## config.mk

```make
export PLATFORM = sky130hd
export DESIGN_NAME = amgs_ctrl
export DESIGN_NICKNAME = d
export VERILOG_FILES = /design/src/hw/rtl/adjacency_matrix_graph_store_core_assert.svh /design/src/hw/rtl/amgs_pkg.sv /design/src/hw/rtl/amgs_ctrl.sv
export SDC_FILE = /design/constraint.sdc
export NUM_CORES = 1
export LEC_CHECK = 0
export BUFFER_PORTS_ARGS = -buffer_cell sky130_fd_sc_hd__buf_2
export CAP_MARGIN = 20
export CELL_PAD_IN_SITES_DETAIL_PLACEMENT = 0
export CELL_PAD_IN_SITES_GLOBAL_PLACEMENT = 2
export CORE_ASPECT_RATIO = 0.5
export CORE_UTILIZATION = 25
export DETAILED_ROUTE_END_ITERATION = 12
export GPL_ROUTABILITY_DRIVEN = 0
export PLACE_DENSITY = 0.74
export SLEW_MARGIN = 15
export SYNTH_ARGS = -nofsm -noshare
export SYNTH_HDL_FRONTEND = slang
export SYNTH_SLANG_ARGS = --single-unit
```

## constraint.sdc

```tcl
create_clock -name clk -period 1.64 [get_ports clk]
set_input_delay 0.082 -clock clk [delete_from_list [all_inputs] [get_ports clk]]
set_output_delay 0.082 -clock clk [all_outputs]
set_load 0.05 [all_outputs]
```

## src/hw/rtl/adjacency_matrix_graph_store_core_assert.svh

```systemverilog
// assertion helpers used by the graph store datapath rtl
`ifndef ADJACENCY_MATRIX_GRAPH_STORE_CORE_ASSERT_SVH
`define ADJACENCY_MATRIX_GRAPH_STORE_CORE_ASSERT_SVH

// same-cycle implication, sampled on clk, off while reset is asserted
`define AMGS_ASSERT_IMPL(lbl, ante, cons) \
    lbl: assert property (@(posedge clk) disable iff (!rst_n) (ante) |-> (cons)) \
        else $error("graph store assertion failed");

// next-cycle implication, sampled on clk, off while reset is asserted
`define AMGS_ASSERT_NEXT(lbl, ante, cons) \
    lbl: assert property (@(posedge clk) disable iff (!rst_n) (ante) |=> (cons)) \
        else $error("graph store assertion failed");

`endif

```

## src/hw/rtl/amgs_pkg.sv

```systemverilog
// ----------------------------------------------------------------------------
// amgs_pkg
// shared constants, codes and controller/datapath interface types of the
// adjacency matrix graph store
// ----------------------------------------------------------------------------
`default_nettype none

package amgs_pkg;

    // sizes
    localparam int MAX_V     = 64;
    localparam int IDX_W     = $clog2(MAX_V);
    localparam int CNT_W     = $clog2(MAX_V + 1);
    localparam int KEY_W     = 32;
    localparam int WGT_W     = 32;
    localparam int CELL_AW   = 2 * IDX_W;
    localparam int CELLS     = MAX_V * MAX_V;
    localparam int CMD_W     = 4;
    localparam int STAT_W    = 3;
    localparam int CFG_IDX_W = 1;

    // command codes
    typedef enum logic [CMD_W-1:0] {
        CMD_ADD_V  = 4'd0,
        CMD_ADD_E  = 4'd1,
        CMD_DEL_V  = 4'd2,
        CMD_DEL_E  = 4'd3,
        CMD_CHK_V  = 4'd4,
        CMD_CHK_E  = 4'd5,
        CMD_DEG    = 4'd6,
        CMD_INDEG  = 4'd7,
        CMD_OUTDEG = 4'd8,
        CMD_WEIGHT = 4'd9
    } cmd_code_t;

    // result status codes
    typedef enum logic [STAT_W-1:0] {
        ST_OK         = 3'd0,
        ST_EXISTS     = 3'd1,
        ST_FROM_MISS  = 3'd2,
        ST_TO_MISS    = 3'd3,
        ST_NO_EDGE    = 3'd4,
        ST_UNDIRECTED = 3'd5,
        ST_UNWEIGHTED = 3'd6,
        ST_FULL       = 3'd7
    } status_t;

    // configuration register indexes
    typedef enum logic [CFG_IDX_W-1:0] {
        CFG_DIRECTED = 1'b0,
        CFG_WEIGHTED = 1'b1
    } cfg_reg_t;

    // datapath micro-operations
    typedef enum logic [4:0] {
        OP_NONE,
        OP_LOAD,
        OP_SRCH,
        OP_CRD,
        OP_CWR_FT_ABS,
        OP_CWR_TF_ABS,
        OP_CWR_FT_VAL,
        OP_CWR_TF_VAL,
        OP_AV_KEY,
        OP_AV_ROW,
        OP_AV_COL,
        OP_AV_END,
        OP_DV_INIT,
        OP_DV_KRD,
        OP_DV_KWR,
        OP_DV_CRD,
        OP_DV_CWR,
        OP_DV_END,
        OP_DEG_INIT,
        OP_DEG,
        OP_RES,
        OP_PUSH
    } dp_op_t;

    // controller states
    typedef enum logic [4:0] {
        S_IDLE,
        S_SRCH,
        S_DISP,
        S_DE_CHK,
        S_DE_MIR,
        S_AE_MIR,
        S_CHK_E,
        S_WT,
        S_AV_ROW,
        S_AV_COL,
        S_AV_END,
        S_DV_KCHK,
        S_DV_KRD,
        S_DV_KWR,
        S_DV_CRD,
        S_DV_CWR,
        S_DV_END,
        S_DEG,
        S_DEG_RES,
        S_FIN,
        S_OUT
    } state_t;

    // controller to datapath
    typedef struct packed {
        dp_op_t  op;
        status_t res_status;
        logic    res_found;
        logic    res_deg;
        logic    res_wt;
    } dp_cmd_t;

    // datapath to controller
    typedef struct packed {
        cmd_code_t cmd;
        logic      fi_ok;
        logic      ti_ok;
        logic      directed;
        logic      weighted;
        logic      cnt_full;
        logic      cell_absent;
        logic      idx_at_cnt;
        logic      key_more;
        logic      cells_none;
        logic      cell_last;
        logic      out_free;
    } dp_stat_t;

endpackage

`default_nettype wire

```

## src/hw/rtl/amgs_ctrl.sv

```systemverilog
// ----------------------------------------------------------------------------
// amgs_ctrl
// command sequencer: key search, command dispatch, edit loops and result
// hand-off, driving the datapath one micro-operation per cycle
// ----------------------------------------------------------------------------
`default_nettype none

module amgs_ctrl
    import amgs_pkg::*;
(
    input  wire logic     clk,
    input  wire logic     rst_n,
    input  wire logic     in_valid,
    output logic          in_ready,
    input  wire dp_stat_t stat,
    output dp_cmd_t       dp_cmd
);

    state_t state_reg;
    state_t state_next;

    // state register
    always_ff @(posedge clk or negedge rst_n)
    begin
        if (!rst_n)
        begin
            state_reg <= S_IDLE;
        end
        else
        begin
            state_reg <= state_next;
        end
    end

    // next state and micro-operation
    always_comb
    begin
        state_next        = state_reg;
        in_ready          = 1'b0;
        dp_cmd.op         = OP_NONE;
        dp_cmd.res_status = ST_OK;
        dp_cmd.res_found  = 1'b0;
        dp_cmd.res_deg    = 1'b0;
        dp_cmd.res_wt     = 1'b0;

        unique case (state_reg)
            S_IDLE:
            begin
                in_ready = 1'b1;
                if (in_valid)
                begin
                    dp_cmd.op  = OP_LOAD;
                    state_next = S_SRCH;
                end
            end

            S_SRCH:
            begin
                dp_cmd.op = OP_SRCH;
                if (stat.idx_at_cnt)
                begin
                    state_next = S_DISP;
                end
            end

            S_DISP:
            begin
                state_next = S_OUT;
                dp_cmd.op  = OP_RES;
                case (stat.cmd)
                    CMD_ADD_V:
                    begin
                        if (stat.fi_ok)
                        begin
                            dp_cmd.res_status = ST_EXISTS;
                        end
                        else if (stat.cnt_full)
                        begin
                            dp_cmd.res_status = ST_FULL;
                        end
                        else
                        begin
                            dp_cmd.op  = OP_AV_KEY;
                            state_next = S_AV_ROW;
                        end
                    end
                    CMD_ADD_E:
                    begin
                        if (!stat.fi_ok)
                        begin
                            dp_cmd.res_status = ST_FROM_MISS;
                        end
                        else if (!stat.ti_ok)
                        begin
                            dp_cmd.res_status = ST_TO_MISS;
                        end
                        else
                        begin
                            dp_cmd.op  = OP_CWR_FT_VAL;
                            state_next = stat.directed ? S_FIN : S_AE_MIR;
                        end
                    end
                    CMD_DEL_V:
                    begin
                        if (!stat.fi_ok)
                        begin
                            dp_cmd.res_status = ST_FROM_MISS;
                        end
                        else
                        begin
                            dp_cmd.op  = OP_DV_INIT;
                            state_next = S_DV_KCHK;
                        end
                    end
                    CMD_DEL_E:
                    begin
                        if (!stat.fi_ok)
                        begin
                            dp_cmd.res_status = ST_FROM_MISS;
                        end
                        else if (!stat.ti_ok)
                        begin
                            dp_cmd.res_status = ST_TO_MISS;
                        end
                        else
                        begin
                            dp_cmd.op  = OP_CRD;
                            state_next = S_DE_CHK;
                        end
                    end
                    CMD_CHK_V:
                    begin
                        dp_cmd.res_found = stat.fi_ok;
                    end
                    CMD_CHK_E:
                    begin
                        if (stat.fi_ok && stat.ti_ok)
                        begin
                            dp_cmd.op  = OP_CRD;
                            state_next = S_CHK_E;
                        end
                    end
                    CMD_DEG, CMD_INDEG, CMD_OUTDEG:
                    begin
                        if (stat.cmd != CMD_DEG && !stat.directed)
                        begin
                            dp_cmd.res_status = ST_UNDIRECTED;
                        end
                        else if (!stat.fi_ok)
                        begin
                            dp_cmd.res_status = ST_FROM_MISS;
                        end
                        else
                        begin
                            dp_cmd.op  = OP_DEG_INIT;
                            state_next = S_DEG;
                        end
                    end
                    CMD_WEIGHT:
                    begin
                        if (!stat.weighted)
                        begin
                            dp_cmd.res_status = ST_UNWEIGHTED;
                        end
                        else if (!stat.fi_ok)
                        begin
                            dp_cmd.res_status = ST_FROM_MISS;
                        end
                        else if (!stat.ti_ok)
                        begin
                            dp_cmd.res_status = ST_TO_MISS;
                        end
                        else
                        begin
                            dp_cmd.op  = OP_CRD;
                            state_next = S_WT;
                        end
                    end
                    default:
                    begin
                        dp_cmd.res_status = ST_OK;
                    end
                endcase
            end

            // delete edge: check presence, clear cell and, when undirected, its mirror
            S_DE_CHK:
            begin
                if (stat.cell_absent)
                begin
                    dp_cmd.op         = OP_RES;
                    dp_cmd.res_status = ST_NO_EDGE;
                    state_next        = S_OUT;
                end
                else
                begin
                    dp_cmd.op  = OP_CWR_FT_ABS;
                    state_next = stat.directed ? S_FIN : S_DE_MIR;
                end
            end

            S_DE_MIR:
            begin
                dp_cmd.op  = OP_CWR_TF_ABS;
                state_next = S_FIN;
            end

            S_AE_MIR:
            begin
                dp_cmd.op  = OP_CWR_TF_VAL;
                state_next = S_FIN;
            end

            S_CHK_E:
            begin
                dp_cmd.op        = OP_RES;
                dp_cmd.res_found = !stat.cell_absent;
                state_next       = S_OUT;
            end

            S_WT:
            begin
                dp_cmd.op     = OP_RES;
                dp_cmd.res_wt = 1'b1;
                state_next    = S_OUT;
            end

            // add vertex: clear new row and column, two writes per index
            S_AV_ROW:
            begin
                dp_cmd.op  = OP_AV_ROW;
                state_next = S_AV_COL;
            end

            S_AV_COL:
            begin
                dp_cmd.op  = OP_AV_COL;
                state_next = stat.idx_at_cnt ? S_AV_END : S_AV_ROW;
            end

            S_AV_END:
            begin
                dp_cmd.op  = OP_AV_END;
                state_next = S_FIN;
            end

            // delete vertex: shift keys, then compact the matrix
            S_DV_KCHK:
            begin
                if (stat.key_more)
                begin
                    state_next = S_DV_KRD;
                end
                else if (stat.cells_none)
                begin
                    state_next = S_DV_END;
                end
                else
                begin
                    state_next = S_DV_CRD;
                end
            end

            S_DV_KRD:
            begin
                dp_cmd.op  = OP_DV_KRD;
                state_next = S_DV_KWR;
            end

            S_DV_KWR:
            begin
                dp_cmd.op  = OP_DV_KWR;
                state_next = S_DV_KCHK;
            end

            S_DV_CRD:
            begin
                dp_cmd.op  = OP_DV_CRD;
                state_next = S_DV_CWR;
            end

            S_DV_CWR:
            begin
                dp_cmd.op  = OP_DV_CWR;
                state_next = stat.cell_last ? S_DV_END : S_DV_CRD;
            end

            S_DV_END:
            begin
                dp_cmd.op  = OP_DV_END;
                state_next = S_FIN;
            end

            // degree scan
            S_DEG:
            begin
                dp_cmd.op = OP_DEG;
                if (stat.idx_at_cnt)
                begin
                    state_next = S_DEG_RES;
                end
            end

            S_DEG_RES:
            begin
                dp_cmd.op      = OP_RES;
                dp_cmd.res_deg = 1'b1;
                state_next     = S_OUT;
            end

            S_FIN:
            begin
                dp_cmd.op  = OP_RES;
                state_next = S_OUT;
            end

            // hand the result to the output register once it is free
            S_OUT:
            begin
                if (stat.out_free)
                begin
                    dp_cmd.op  = OP_PUSH;
                    state_next = S_IDLE;
                end
            end

            default:
            begin
                state_next = S_IDLE;
            end
        endcase
    end

endmodule

`default_nettype wire

```

==> metrics.csv, run 1 <==
stage,metric,value,unit
run_status,status,finished with violations,
run_status,violations,setup timing,
floorplan,start_util,27.2,%
critical_path,r2r-end,state_reg[1],
sta,hold_viol_final,0,
route,drt-met1-wl,2620,µm
power_and_ir_drop,swShare,50.1,%
critical_path,critPathKind,reg2out,
synth,seq_area_frac_synth,9.95,%
route,vias,1887,
sta,period_minus_slack,1.76,ns
synth,synthFlopType,dfrtp_1,
clock_tree,clkSlewWorstSetupHoldPaths,0.04,ns
grt,grt_max_degree,19,
final_layout,n_fill_cell,487,
grt,grt_pass1_wl,8570,µm
power_and_ir_drop,clockPowerShare,6.7,%
floorplan,io_pins,30,
power_and_ir_drop,comb_power_share,85.9,%
synth,synth_top_cells_by_area,"dfrtp_1, a21oi_1, o21ai_0",
route,routed_wl,5430,µm
final_layout,diodes,0,
grt,grt_pass1_vias,1760,
grt,antenna_found_initial,0,
critical_path,r2r_slack,-0.01,ns
route,wl_per_cell,15.7,µm
route,drt_drc_violations_left,0,
critical_path,crit_path_start_kind,flop,
clock_tree,clockRootBuffer,clkbuf_8,
synth,syn-instance-count,207,
critical_path,crit_arrival,1.68,ns
final_layout,layout-drive-gt1-share,48.6,%
synth,synth_area,1260,µm²
sta,setup_viol,9,
floorplan,die_h,52.2,µm
place,dp.cells,333,
hold_path,holdCritPathClass,in2async,
flow_run,cap_violations,0,
sta,rsz0062_at_grt,true,
power_and_ir_drop,p_leak,0.956,nW
clock_tree,h-tree-depth,1,
sta,fin_crit_sh,107,%
sta,relSlewSlack,70.6,%
synth,avgSynthCellArea,6.07,µm²
synth,synth_top_area_share,9.95,%
synth,synth_edf_count,0,
final_layout,nNetsFinal,299,
clock_tree,cts_tree,built,
sta,drv_slew,0,
route,ant_nets,0,
place,numPortBuffers,29,
place,dp_hpwl,3950,µm
power_and_ir_drop,switchingPower,1.78,mW
power_and_ir_drop,seqPwrFrac,7.4,%
synth,ys_warn_count,0,
synth,ys_types,48,
synth,async_flop_share,100,%
sta,fin_ws,-0.118,ns
critical_path,setup.worst_path.end_class,output port,
power_and_ir_drop,p_per_area,1550,nW/µm²
sta,tightest_slew,0.440,ns
route,dr.pass1.iters,4,
grt,grt_overflow,0,
power_and_ir_drop,ir_drop,0.596,mV
clock_tree,clkLatencyLatePin,0.23,ns
route,vias_per_cell,5.45,
critical_path,r2r-start,state_reg[0],
clock_tree,clock_path_buffers,2,
power_and_ir_drop,p_total,3.55,mW
critical_path,reg2reg_depth,7,
synth,yosys.area.top_type,dfrtp_1,
final_layout,largest_reg_flops,5,
final_layout,fin_cells,346,
sta,finClkSkew,0.000964,ns
synth,ys_ff_latch,5,
critical_path,worstPathRequired,1.56,ns
floorplan,dieArea,5330,µm²
floorplan,die-width,102,µm
floorplan,rows,17,
critical_path,cp-startpoint,state_reg[0],
critical_path,path_max_fanout,7,
route,highest_layer,met4,
grt,grt_use_total,20.6,%
sta,max_freq,569,MHz
clock_tree,clkSinkCount,5,
synth,syn-num-nets,225,
route,initialDrtViolationCount,45,
critical_path,crit_end,dp_cmd[8],
route,dr_wl_met3,271,µm
final_layout,areaGrowthSynthToFinish,81.6,%
floorplan,core_area,4620,µm²
route,dr_wl_met2,2520,µm
power_and_ir_drop,p_int,1.77,mW
clock_tree,cts_made_buffers,3,
[layout by cell type (no fill, tap or decap), types with 3 or more instances in the layout]
| master | Yosys | routed |
|---|---|---|
| buf_6 | 0 | 22 |
| dfrtp_2 | 0 | 3 |
| nand2_1 | 20 | 17 |
| inv_1 | 9 | 6 |
| nor2_4 | 0 | 3 |
| o21ai_0 | 18 | 11 |
| o22ai_1 | 6 | 6 |
| nor2b_1 | 12 | 8 |
| a21oi_2 | 0 | 3 |
| buf_4 | 0 | 46 |
| nor2_1 | 15 | 11 |
| nor3_4 | 0 | 3 |
| a32oi_1 | 3 | 3 |
| and3_1 | 4 | 4 |
| nor2b_2 | 0 | 3 |
| a21oi_1 | 19 | 15 |
| a22oi_1 | 4 | 4 |
| buf_2 | 7 | 18 |
| a31oi_1 | 8 | 7 |
| o21ai_1 | 0 | 4 |
| clkbuf_8 | 0 | 3 |
| nand3_1 | 11 | 11 |
| nand2b_1 | 7 | 5 |
[kinds of logic after synthesis]
| group | share of synthesized area, % |
|---|---|
| buf+inv | 9.05 |
| simple gates | 37.6 |
| compound gates | 43.4 |
| flops | 9.95 |
[area by class of cell]
type	count	area [µm²]	area share, %
repair buffers	88	708	31.0
multi-input cells	174	1280	56.1
flip-flops and latches	5	129	5.64
inverters	9	38.8	1.70
well taps	66	82.6	3.62
clock buffers	4	45.0	1.97
[synthesized netlist by cell type, types with 2 or more instances]
cell	n
nor2b_1	12
a21o_1	2
and3_1	4
nand2_1	20
or2_2	3
nand2b_1	7
a2111oi_0	2
or4_1	2
inv_1	9
a211o_1	3
nor2_1	15
a32oi_1	3
nor3_1	7
a211oi_1	2
a31oi_1	8
nand3_1	11
clkbuf_1	10
dfrtp_1	5
buf_2	7
o21ai_0	18
a21oi_1	19
buf_1	2
o22ai_1	6
a22oi_1	4
nor4_1	2
o32ai_1	2
[critical path, stage by stage, from the launching register on]
cell and delay (ns):
dfrtp_1 0.42, buf_6 0.16, o211a_1 0.21, a31oi_1 0.16, o22ai_1 0.10, or2_4 0.24
buf_8 0.15
[metal layers]
layer,GRT usage [%],vias to the layer above
met3,2.02,2
met2,34.0,47
met5,0,-
met1,29.9,909
met4,1.90,0
li1,-,929
[power groups by stage]
stage	Combinational [mW]	Sequential, mW	Clock [mW]
5_1_grt	3.22	0.267	0.255
3_3_place_gp	2.22	0.243	0
3_5_place_dp	2.22	0.244	0
4_1_cts	2.65	0.245	0.245
6_report	3.05	0.262	0.238
2_1_floorplan	1.41	0.210	0
[per-stage QoR]
stage / setup TNS [ns] / hold WS [ns] / util, % / instance area (µm²) / setup WS (ns)
after CTS: -0.408 / 0.209 / 45.6 / 2100 / -0.0916
after global placement: -0.269 / -0.0987 / 40.1 / 1850 / -0.132
after detailed placement: -0.284 / -0.0962 / 40.1 / 1850 / -0.182
after floorplan: -0.264 / -0.214 / - / 1330 / -0.236
after global routing: -1.14 / 0.226 / 49.5 / 2280 / -0.148
final: -0.461 / 0.213 / 49.5 / 2280 / -0.118
[worst min-delay path by stage]
stage / endpoint / slack, ns / startpoint
2_1_floorplan: state_reg[0] / -0.21 / rst_n
3_3_place_gp: state_reg[3] / -0.1 / rst_n
3_5_place_dp: state_reg[4] / -0.1 / rst_n
4_1_cts: state_reg[0] / 0.21 / rst_n
5_1_grt: state_reg[0] / 0.23 / rst_n
6_report: state_reg[3] / 0.21 / rst_n
[what timing repair did]
item,4_1_cts,5_1_grt
gates resized for setup,50,43
setup endpoints to repair,13,15
setup buffers,5,5
pin swaps,9,11
endpoints found under the hold margin,5,0
cloned,0,0
hold buffers,1,0
Note: power is estimated with default switching activity, not from simulation.
==> run 2: changes to the inputs <==
--- a/config.mk
+++ b/config.mk
@@ -9,11 +9,13 @@
 export CAP_MARGIN = 20
 export CELL_PAD_IN_SITES_DETAIL_PLACEMENT = 0
 export CELL_PAD_IN_SITES_GLOBAL_PLACEMENT = 2
-export CORE_ASPECT_RATIO = 0.5
+export CORE_ASPECT_RATIO = 1.1
 export CORE_UTILIZATION = 25
 export DETAILED_ROUTE_END_ITERATION = 12
 export GPL_ROUTABILITY_DRIVEN = 0
 export PLACE_DENSITY = 0.74
+export REMOVE_ABC_BUFFERS = 1
+export SKIP_CTS_REPAIR_TIMING = 1
 export SLEW_MARGIN = 15
 export SYNTH_ARGS = -nofsm -noshare
 export SYNTH_HDL_FRONTEND = slang
==> run 2 against run 1 <==
Effect of this change: clock-buffer cell count did not move; worst hold slack got worse by 0.013 ns; design area fell by 3.3%; critical path type unchanged; non-clock buffer count rose by 7; the flow still finishes with violations (setup timing); via count barely moved.
==> metrics.csv, run 2 (synthesis gave the netlist of run 1 again) <==
stage,metric,value,unit
run_status,status,finished with violations,
run_status,violations,setup timing,
power_and_ir_drop,p_per_area,1520,nW/µm²
sta,fin_hold_ws,0.201,ns
sta,hold_viol_final,0,
critical_path,reg2reg_depth,7,
clock_tree,clkSinkCount,5,
critical_path,critPathBufInv,2,
route,routed_wl,5610,µm
sta,tightest_slew,0.456,ns
final_layout,layout_common_cells,"buf_4, nand2_1, buf_2",
grt,grt_overflow,0,
critical_path,cpLargestDelayFamily,compound AO/OA/AOI/OAI gates,
critical_path,critPathKind,reg2out,
sta,finClkSkew,0.000201,ns
critical_path,r2r_slack,-0.06,ns
clock_tree,h-tree-depth,1,
sta,setup_viol,11,
place,pre_cts_ws,-0.208,ns
route,ant_nets,0,
floorplan,dieArea,5320,µm²
floorplan,core_area,4750,µm²
grt,grt_pass1_vias,1695,
critical_path,max_stage_delay,0.43,ns
final_layout,finalInstanceArea,2210,µm²
clock_tree,cts_tree,built,
critical_path,path_max_fanout,6,
sta,rsz0062_at_grt,true,
route,wl_per_cell,16.3,µm
critical_path,setup.worst_path.end_class,output port,
floorplan,start_util,26.5,%
flow_run,cap_violations,0,
clock_tree,clkLatencyLatePin,0.23,ns
clock_tree,clockRootBuffer,clkbuf_8,
grt,grt_max_degree,25,
floorplan,die-width,69.6,µm
final_layout,nNetsFinal,306,
route,dr.pass1.iters,4,
route,drt_drc_violations_left,0,
critical_path,crit_path_start_kind,flop,
final_layout,diodes,0,
sta,fin_crit_sh,108,%
clock_tree,clock_path_buffers,2,
hold_path,holdCritPathClass,in2async,
power_and_ir_drop,ir_drop,0.600,mV
grt,grt_use_total,18.6,%
floorplan,rows,26,
critical_path,worstPathRequired,1.56,ns
power_and_ir_drop,p_total,3.36,mW
sta,fin_ws,-0.130,ns
critical_path,crit_arrival,1.69,ns
sta,drv_slew,0,
final_layout,areaGrowthSynthToFinish,75.6,%
grt,grt_pass1_wl,8120,µm
route,initialDrtViolationCount,134,
floorplan,io_pins,30,
sta,relSlewSlack,69.5,%
final_layout,post-route-util,46.5,%
critical_path,path_cells,"buf_6, o211a_1, a31oi_2, o22ai_1, or2_4, buf_8",
clock_tree,cts_made_buffers,3,
place,numPortBuffers,29,
final_layout,final_common_cell,buf_4,
power_and_ir_drop,p_leak,0.962,nW
critical_path,cp_slowest_cell,dfrtp_2,
place,dp_hpwl,3980,µm
grt,antenna_found_initial,0,
critical_path,cp-startpoint,state_reg[4],
sta,max_freq,565,MHz
sta,period_minus_slack,1.77,ns
final_layout,largest_reg_flops,5,
route,vias_per_cell,5.50,
critical_path,r2r-end,state_reg[2],
place,place_area,1830,µm²
critical_path,r2r-start,state_reg[2],
clock_tree,clkSlewWorstSetupHoldPaths,0.04,ns
route,vias,1886,
floorplan,die_h,76.4,µm
final_layout,layout-drive-gt1-share,46.7,%
run 2: per-layer routing:
layer	global-route usage [%]	wire length [µm]	part of all wire (%)	up-vias
met2	33.7	2960	53	52
met5	0	0	0	-
met4	4.80	97	1.7	0
li1	-	-	-	944
met3	2.12	221	3.9	10
met1	23.2	2330	42	880
run 2: how the worst max path moves through the flow:
| stage | slack, ns | end | cells past startpoint |
|---|---|---|---|
| floorplan | -0.80 | dp_cmd[5] | 4 |
| global placement | -0.18 | state_reg[1] | 6 |
| detailed placement | -0.21 | dp_cmd[9] | 7 |
| CTS | -0.31 | dp_cmd[7] | 6 |
| global route | -0.19 | dp_cmd[5] | 5 |
| finish | -0.13 | dp_cmd[8] | 6 |
run 2: worst register-to-register path, delay by kind of cell (launching register included):
| kind | cells | cell delay (ns) |
|---|---|---|
| compound gates | 2 | 0.25 |
| buf+inv | 3 | 0.31 |
| flops | 1 | 0.43 |
| simple gates | 2 | 0.58 |
run 2: power by group:
group | switching [mW] | leakage [nW] | internal, mW
logic | 1.53 | 0.880 | 1.32
clock network | 0.0700 | 0.0228 | 0.168
registers | 0.0939 | 0.0588 | 0.187
total | 1.69 | 0.962 | 1.67
run 2: per-stage QoR:
stage               cells  setup TNS (ns)
finish                343          -0.930
global route          343           -1.66
CTS                   334           -2.68
detailed placement    330          -0.649
global placement      330           -1.01
floorplan             188           -3.88
run 2: cell type report:
class                      instances  area, µm²
timing repair buffer              95        754
fill                             482       2540
sequential                         5        130
multi-input combinational        174       1170
inverter                           9       38.8
tap                               56       70.1
clock buffer                       4       45.0
